`src/rtl/tlsf_ram.sv`:
```
// Simple dual-port RAM: one write port, one read port with registered data.
// Generic storage used by tlsf_hdr_store and the class head table.
module tlsf_ram #(
    parameter int WIDTH = 8,
    parameter int DEPTH = 16,
    localparam int AW = $clog2(DEPTH)
) (
    input  logic             aclk,
    input  logic             we,
    input  logic [AW-1:0]    waddr,
    input  logic [WIDTH-1:0] wdata,
    input  logic [AW-1:0]    raddr,
    output logic [WIDTH-1:0] rdata
);

    logic [WIDTH-1:0] mem [DEPTH];

    always_ff @(posedge aclk) begin
        if (we) begin
            mem[waddr] <= wdata;
        end
        rdata <= mem[raddr];
    end

endmodule

```
`config.mk`:
```
export PLATFORM = sky130hd
export DESIGN_NAME = tlsf_ram
export DESIGN_NICKNAME = d
export VERILOG_FILES = /design/src/rtl/tlsf_ram.sv
export SDC_FILE = /design/constraint.sdc
export NUM_CORES = 1
export LEC_CHECK = 0
export ABC_AREA = 1
export BUFFER_PORTS_ARGS = -buffer_cell sky130_fd_sc_hd__buf_2
export CORE_AREA = 2 2 150 93
export DETAILED_ROUTE_END_ITERATION = 8
export DIE_AREA = 0 0 152 95
export PLACE_DENSITY = 0.64
export SYNTH_ARGS = -nofsm -noshare
export SYNTH_HDL_FRONTEND = slang
export SYNTH_SLANG_ARGS = --single-unit
```
`constraint.sdc`:
```
create_clock -name aclk -period 1.1 [get_ports aclk]
set_clock_uncertainty 0.15 [all_clocks]
set_input_delay 0.055 -clock aclk [delete_from_list [all_inputs] [get_ports aclk]]
set_output_delay 0.055 -clock aclk [all_outputs]
set_load 0.02 [all_outputs]
```
==> results of run 1 <==
-- worst reg2reg max path: cells and delay by family (launching register included) --
kind | cells | cell delay (ps)
flops | 1 | 370
simple gates | 5 | 400
buf+inv | 1 | 70
-- sequential cells by signal, summed over array words and instances, names as in the netlist --
| name | cells |
|---|---|
| rdata | 8 |
| mem | 128 |
-- worst min path at each step --
stage / endpoint / startpoint / cells after the start / slack [ps]
final: rdata[0] / raddr[2] / 6 / 70
after detailed placement: rdata[2] / raddr[2] / 4 / 290
after global routing: rdata[0] / raddr[2] / 5 / 110
after CTS: rdata[2] / raddr[2] / 6 / 70
after floorplan: mem[0][0] / wdata[0] / 0 / 4
after global placement: rdata[2] / raddr[2] / 4 / 280
-- power by group through the flow --
stage,Sequential (mW),Clock (mW),Combinational (mW)
finish,5.84,5.99,0.915
global route,5.85,6.28,1.01
CTS,5.84,6.05,0.883
detailed placement,5.94,0,0.818
global placement,5.94,0,0.796
floorplan,5.97,0,0.412
-- layout by cell type (no fill, tap or decap), drive strengths merged --
cell type    Yosys  final
dfxtp            8      8
clkinvlp         0      1
clkbuf           0     23
nand3           97     97
clkinv           0      4
dlygate4sd3      0     10
bufinv           0      4
inv            102    102
nand2          173    173
nand3b           2      2
nor2            17     17
edfxtp         128    128
buf             24     65
-- kinds of logic after synthesis --
kind of cell,after synthesis
simple gates,289
flops,136
buf+inv,126
-- what timing repair did --
action                                  CTS  global route
endpoints found under the setup margin    9            12
resized for setup                        20            25
hold buffers                             10             0
pin swaps                                 1            15
endpoints found under the hold margin   136             0
-- cell type report --
cell class,instances,area share
repair buffers,75,0.09651
well taps,175,0.03005
multi-input cells,289,0.1848
inverters,102,0.05255
clock buffers,23,0.06560
flip-flops and latches,136,0.5504
clock inverters,9,0.02009
-- Yosys cell counts --
cell | count | share of area
nand3b_1 | 2 | 0.0026
nand2_1 | 173 | 0.11
edfxtp_1 | 128 | 0.67
dfxtp_1 | 8 | 0.028
buf_6 | 6 | 0.012
inv_2 | 2 | 0.0013
nand3_1 | 97 | 0.084
buf_4 | 4 | 0.0052
buf_1 | 1 | 0.00065
nor2_1 | 17 | 0.011
inv_1 | 100 | 0.065
buf_2 | 13 | 0.011
-- metrics by stage --
stage | hold WS (ps) | setup TNS, ps | setup slack [ps]
after CTS | 67.60 | 0 | 1.521
after detailed placement | 286.8 | -12750 | -172.4
after global routing | 107.6 | -246.2 | -55.21
after global placement | 281.1 | -10030 | -151.3
final | 72.55 | 0 | 1.564
after floorplan | 3.869 | -4756 | -55.84
-- per-layer routing --
metal | wire length [microns] | part of all wire
met4 | 123 | 0.0091
met3 | 1050 | 0.078
met2 | 5950 | 0.44
met1 | 6356 | 0.47
met5 | 0 | 0
==> impl_metrics.json, run 1 <==
{
  "ys.warnings.count": 0,
  "crit_start": "mem[0][5]",
  "die_area_sq_um": 14440,
  "crit_path_max_incr_delay_ps": 370,
  "path_class": "reg2reg",
  "synth_top_family_by_area": "simple AND/OR/NAND/NOR gates",
  "dpl_cell_area_sq_um": 6395,
  "start_kind": "flop",
  "syn_avg_cell_area_sq_um": 10.47,
  "place_congestion": 0.8201,
  "clockPowerShare": 0.470,
  "grt_pass1_wl_mm": 21.15,
  "routed_wl_mm": 13.48,
  "finalNonFillerCells": 809,
  "synthMuxAreaShare": 0,
  "grt_use_met3": 0.04589,
  "crit_path_max_fanout": 1,
  "syn_nets": 569,
  "die_w_microns": 152,
  "grt_max_degree": 33,
  "share_seq_of_total_power": 0.458,
  "seqCellArea_sq_um": 4010,
  "vias": 3962,
  "hold_viol": 0,
  "drtAntennaViolNets": 0,
  "synth_cells": 551,
  "synth_xor_area_frac": 0,
  "drv_cap": 0,
  "syn-cell-area_sq_um": 5767,
  "finalCriticalPeriod_ps": 1098,
  "leakage_nw": 3.170,
  "floorplan.initialDensity": 0.4351,
  "period_share": 0.9986,
  "ys_ff_latch": 136,
  "multiInputGateArea_sq_um": 1346,
  "seq_area_frac_synth": 0.6943,
  "grt_setup_unrepaired": "yes",
  "peakVddDrop_v": 0.001117,
  "cts_setup_buffers": 0,
  "gr-total-overflow": 0,
  "clkLatencyLatePin_ps": 420,
  "num_rows": 33,
  "die_h_microns": 95,
  "setup_violations": 0,
  "synth-adder-area-share": 0,
  "cts_buffer_depth": 2,
  "drc": 0,
  "internal-power_mw": 10.10,
  "drv_slew": 0,
  "routed_via_density": 4.897,
  "synth_compound_area_frac": 0,
  "cp.arrival_ps": 1250,
  "max-slew-margin-rel": 0.7538,
  "port_buffers": 25,
  "end_kind": "flop",
  "swShare": 0.2074,
  "ff2ff_path_depth": 6,
  "power_mw": 12.74,
  "rr_startpoint": "mem[0][5]",
  "fmaxAchievable_ghz": 0.9104,
  "clkTransAtPathRegs_ps": 60,
  "met1_usage": 0.2885,
  "drtIter0Drc": 321,
  "cts_tree": "done",
  "power.switching_mw": 2.643,
  "yosys.area_share.simple": 0.2105,
  "placedCellCount": 767,
  "htree_levels": 4,
  "diodes": 0,
  "grt_usage": 0.1995,
  "antenna_found_initial": 0,
  "hp-class": "in2reg",
  "fill_cells": 1142,
  "critical-path-slowest-cell": "edfxtp_1",
  "crit_family": "simple AND/OR/NAND/NOR gates",
  "cts_sinks": 136,
  "drive_gt1_frac": 0.2082,
  "io_pins": 26,
  "r2r-end": "rdata[5]",
  "core-area_sq_um": 13250,
  "cp_cell_sequence": "inv_1, nand2_1, nand3_2, nand3_1, nand3_1, nand2_1",
  "endpoint": "rdata[5]",
  "grt_pass1_vias": 3779,
  "cp_num_cells": 6,
  "syn_to_final_growth_pct": 26.34,
  "ys_types": 12,
  "critPathBufInv": 1,
  "routedWlPerCell_microns": 16.66,
  "tightest_slew_ps": 368.9,
  "hpwl_mm": 8.623,
  "busiest_layer": "met2",
  "p_comb_frac": 0.072,
  "final_core_util": 0.5497,
  "numCtsBuffers": 17,
  "postLayoutCellArea_sq_um": 7286,
  "root_buffer": "clkbuf_16",
  "grt_use_met2": 0.3026,
  "dr.pass1.iters": 5,
  "required_ps": 1250,
  "status": "completed",
  "p_per_area_nw_per_um2": 1749,
  "fin_nets": 639,
  "r2r_slack_ps": 2
}
No activity file was read; power rests on OpenSTA's default activity.
==> inputs of run 2 (changes only) <==
==> constraint.sdc (replaced) <==
create_clock -name aclk -period 1.1 [get_ports aclk]
set_clock_uncertainty 0.15 [all_clocks]
set_input_delay 0.165 -clock aclk [delete_from_list [all_inputs] [get_ports aclk]]
set_output_delay 0.165 -clock aclk [all_outputs]
set_load 0.02 [all_outputs]
==> run 2 against run 1 <==
Net effect:
- flip-flop and latch count unchanged
- via count increased by 4.2%
- largest power group is now sequential cells
- first-iteration DRC count rose by 43%
- combinational power rose by 18%
- critical endpoint is now rdata[3]
- global-route usage is 1.3 points higher
- non-clock buffer count down 9
- critical path type is now reg2out
- cell area grew 4.2%
- core utilization increased by 2.3 points
- die area unchanged
- final cell count down 1.1%
- the run now ends with negative setup slack left
==> impl_metrics.json, run 2 (same netlist as run 1, synthesis figures left out) <==
{
  "clkLatencyLatePin_ps": 410,
  "cp_cell_sequence": "buf_6",
  "routedWlPerCell_microns": 18.73,
  "port_buffers": 25,
  "drive_gt1_frac": 0.3360,
  "place_worst_setup_slack_ps": -310.1,
  "end_kind": "output pin",
  "tightest_slew_ps": 458.4,
  "routed_via_density": 5.159,
  "path_class": "reg2out",
  "core-area_sq_um": 13250,
  "swShare": 0.2356,
  "peakVddDrop_v": 0.001030,
  "grt_pass1_wl_mm": 22.41,
  "routed_wl_mm": 14.98,
  "drv_cap": 0,
  "layout_common_cells": "nand2_1, edfxtp_1, inv_1",
  "power.switching_mw": 2.943,
  "hp-class": "in2reg",
  "syn_to_final_growth_pct": 31.59,
  "antenna_found_initial": 0,
  "grt_pass1_vias": 3828,
  "period_share": 1.105,
  "max-slew-margin-rel": 0.6941,
  "largest_register_ff_count": 128,
  "critPathBufInv": 1,
  "diodes": 0,
  "crit_path_max_fanout": 1,
  "grt_setup_unrepaired": "yes",
  "drtAntennaViolNets": 0,
  "start_kind": "flop",
  "drtIter0Drc": 460,
  "vias": 4127,
  "placedCellCount": 763,
  "fin_hold_ws_ps": 21.31,
  "io_pins": 26,
  "reg_top3": "mem: 128 flops, rdata: 8 flops",
  "cts_sinks": 136,
  "setup_violations": 13,
  "cp.arrival_ps": 900,
  "clkTransAtPathRegs_ps": 60,
  "p_per_area_nw_per_um2": 1646,
  "crit_path_max_incr_delay_ps": 360,
  "grt_max_degree": 65,
  "finalCriticalPeriod_ps": 1216,
  "dpl_cell_area_sq_um": 6515,
  "gr-total-overflow": 0,
  "critical-path-slowest-cell": "dfxtp_2",
  "fin_nets": 630,
  "wl_met3_mm": 1.079,
  "status": "finished, violations left",
  "wirelength_met1_mm": 7.182,
  "clockPowerShare": 0.445,
  "crit_family": "flip-flops",
  "hold_viol": 0,
  "regMostFlops": "mem",
  "topRoutingLayerUsed": "met4",
  "leakage_nw": 3.204,
  "required_ps": 780,
  "die_area_sq_um": 14440,
  "num_rows": 33,
  "root_buffer": "clkbuf_16",
  "hpwl_mm": 9.256,
  "drv_slew": 0,
  "internal-power_mw": 9.550,
  "drc": 0,
  "dr.pass1.iters": 5,
  "cts_setup_buffers": 0,
  "floorplan.initialDensity": 0.4351,
  "fmaxAchievable_ghz": 0.8227,
  "cts_tree": "done",
  "htree_levels": 4,
  "cts_buffer_depth": 2,
  "grt_usage": 0.2129,
  "violations": "negative setup slack",
  "die_h_microns": 95,
  "numCtsBuffers": 17,
  "layout_setup_ws_ps": -115.5,
  "final_common_cell": "nand2_1",
  "place_congestion": 0.8564,
  "finalNonFillerCells": 800,
  "p_comb_frac": 0.087,
  "postLayoutCellArea_sq_um": 7589,
  "wl_met2_mm": 6.498,
  "share_seq_of_total_power": 0.468,
  "die_w_microns": 152
}
## run 2: cell types whose count changed in the layout (fill, tap and decap cells not counted), sizes merged
cell	delta
clkbuf	-5
bufinv	-2
buf	-4
inv	+3
clkinv	-1
dlygate4sd3	-5
clkinvlp	+5
## run 2: what timing repair did
| item | CTS | global route |
|---|---|---|
| pin swaps | 16 | 29 |
| hold buffers | 5 | 0 |
| setup endpoints to repair | 16 | 16 |
| endpoints found under the hold margin | 80 | 0 |
| gates resized for setup | 64 | 55 |
## run 2: cell type report
cell class	count	area (sq um)
clock buffers	18	429.2
multi-input cells	289	1649
inverters	102	382.9
well taps	175	219.0
flip-flops and latches	136	4014
clock inverters	14	148.9
fillers	1083	5665
repair buffers	66	745.7
## run 2: final timing paths
check             start   endpoint  slack [ps]  cells after the start
min reg2reg  mem[11][0]   rdata[0]         540                      6
min            wdata[2]  mem[5][2]          20                      1
max            rdata[3]   rdata[3]        -120                      1
max reg2reg  mem[14][0]   rdata[0]         -50                      6
## run 2: per-layer routing
metal,track usage,vias to the layer above
met5,0,-
met4,0.05685,0
met3,0.04589,19
met2,0.3104,163
met1,0.3227,2048
li1,-,1897
## run 2: power groups by stage
| stage | sequential [mW] | combinational, mW | clock (mW) |
|---|---|---|---|
| 2_1_floorplan | 5.97 | 0.422 | 0 |
| 3_3_place_gp | 5.94 | 0.874 | 0 |
| 3_5_place_dp | 5.94 | 0.885 | 0 |
| 4_1_cts | 5.85 | 1.00 | 5.60 |
| 5_1_grt | 5.86 | 1.16 | 5.83 |
| 6_report | 5.85 | 1.08 | 5.56 |
## run 2: metrics by stage
| step | util | setup TNS [ps] | power [mW] |
|---|---|---|---|
| 2_1_floorplan | - | -8543 | 6.393 |
| 5_1_grt | 0.5725 | -1209 | 12.85 |
| 3_3_place_gp | 0.4916 | -30070 | 6.812 |
| 6_report | 0.5725 | -691.9 | 12.49 |
| 4_1_cts | 0.5569 | -692.8 | 12.45 |
| 3_5_place_dp | 0.4916 | -32770 | 6.827 |
==> inputs of run 3 (changes only) <==
--- a/config.mk
+++ b/config.mk
@@ -8,6 +8,7 @@
 export ABC_AREA = 1
 export BUFFER_PORTS_ARGS = -buffer_cell sky130_fd_sc_hd__buf_2
 export CORE_AREA = 2 2 150 93
+export CTS_BUF_LIST = sky130_fd_sc_hd__clkbuf_2 sky130_fd_sc_hd__clkbuf_4 sky130_fd_sc_hd__clkbuf_8
 export DETAILED_ROUTE_END_ITERATION = 8
 export DIE_AREA = 0 0 152 95
 export PLACE_DENSITY = 0.64
==> run 3 against run 2 <==
Net effect:
- the run still ends with negative setup slack left
- critical path depth stayed put
- first-iteration DRC count shrank 21%
- highest routed layer unchanged
- largest power group unchanged
- clock power fell by 27%
- fmax fell by 2.7%
- total power down 12%
==> impl_metrics.json, run 3 (same netlist as run 1, synthesis figures left out) <==
{
  "status": "finished, violations left",
  "violations": "negative setup slack",
  "required_ps": 780,
  "io_pins": 26,
  "peakVddDrop_v": 0.0007963,
  "crit_family": "flip-flops",
  "diodes": 0,
  "num_rows": 33,
  "placedCellCount": 763,
  "place_congestion": 0.8564,
  "reg_top3": "mem: 128 flops, rdata: 8 flops",
  "path_class": "reg2out",
  "cts_sinks": 136,
  "p_per_area_nw_per_um2": 1478,
  "final_common_cell": "nand2_1",
  "cp.arrival_ps": 930,
  "hp-class": "in2reg",
  "die_w_microns": 152,
  "setup-tns-final_ps": -901.3,
  "finalCriticalPeriod_ps": 1250,
  "cts_tree": "done",
  "grt_setup_unrepaired": "yes",
  "drv_cap": 0,
  "numCtsBuffers": 17,
  "dr.pass1.iters": 5,
  "vias": 4068,
  "crit_path_max_fanout": 1,
  "hold_viol": 0,
  "gr-total-overflow": 0,
  "grt_pass1_vias": 3733,
  "power_mw": 11.00,
  "htree_levels": 4,
  "drv_slew": 0,
  "critical-path-slowest-cell": "dfxtp_2",
  "antenna_found_initial": 0,
  "layout_setup_ws_ps": -149.7,
  "crit_path_max_incr_delay_ps": 370,
  "syn_to_final_growth_pct": 29.07,
  "cp_cell_sequence": "buf_6",
  "core-area_sq_um": 13250,
  "die_h_microns": 95,
  "clkTransAtPathRegs_ps": 80,
  "final_core_util": 0.5616,
  "routedWlPerCell_microns": 18.04,
  "regMostFlops": "mem",
  "clkLatencyLatePin_ps": 440,
  "max-slew-margin-rel": 0.7215,
  "fin_nets": 631,
  "layout_common_cells": "nand2_1, edfxtp_1, inv_1",
  "end_kind": "output pin",
  "die_area_sq_um": 14440,
  "largest_register_ff_count": 128,
  "routed_wl_mm": 14.45,
  "fmaxAchievable_ghz": 0.8002,
  "port_buffers": 25,
  "hpwl_mm": 9.256,
  "start_kind": "flop",
  "grt_usage": 0.2084,
  "leakage_nw": 3.134,
  "critPathBufInv": 1,
  "drtIter0Drc": 365,
  "routed_via_density": 5.079,
  "drtAntennaViolNets": 0,
  "cts_buffer_depth": 2,
  "drive_gt1_frac": 0.3514,
  "crit_start": "rdata[3]",
  "period_share": 1.136,
  "setup_violations": 12,
  "rr_startpoint": "mem[10][6]",
  "hold_start": "raddr[3]",
  "tightest_slew_ps": 417.8,
  "grt_max_degree": 65,
  "grt_pass1_wl_mm": 21.87,
  "root_buffer": "clkbuf_8",
  "drc": 0,
  "finalNonFillerCells": 801,
  "floorplan.initialDensity": 0.4351
}
-- run 3: cell count changes in the layout (fill, tap and decap cells not counted), sizes merged --
cell / before / now
dlygate4sd3: 5 / 6
-- run 3: timing repair --
action,4_1_cts,5_1_grt
hold buffers,6,0
hold endpoints to repair,96,0
gates resized for setup,58,70
pin swaps,11,29
endpoints found under the setup margin,16,16
buffers inserted,0,0
-- run 3: cell type report --
cell class | count | area, sq um
multi-input cells | 289 | 1682
flip-flops and latches | 136 | 4014
clock buffers | 18 | 241.5
well taps | 175 | 219.0
clock inverters | 14 | 148.9
repair buffers | 67 | 755.7
fillers | 1104 | 5811
inverters | 102 | 382.9
-- run 3: per-layer routing --
metal,vias to the layer above,global-route usage,share of wire
met5,-,0,0
met4,0,0.05374,0.013
met3,17,0.04865,0.088
met2,178,0.2947,0.43
met1,1974,0.3217,0.47
li1,1899,-,-
-- run 3: worst paths after layout --
| path | slack [ps] | to | cells after the start |
|---|---|---|---|
| setup / recovery | -150 | rdata[3] | 1 |
| hold / removal | 40 | rdata[3] | 4 |
| setup reg to reg | -30 | rdata[6] | 6 |
| hold reg to reg | 550 | rdata[2] | 6 |
-- run 3: per-stage QoR --
step / setup slack (ps) / hold WS, ps / area [sq um]
2_1_floorplan: -88.64 / 113.9 / 5817
3_3_place_gp: -310.6 / 400.6 / 6515
3_5_place_dp: -310.1 / 402.7 / 6515
4_1_cts: -165.4 / 19.26 / 7183
5_1_grt: -165.7 / 14.31 / 7443
6_report: -149.7 / 35.58 / 7443
-- run 3: report_power, final --
part           switching (mW)  internal, mW
combinational           0.671         0.413
sequential             0.0492          5.79
clock                    2.03          2.05
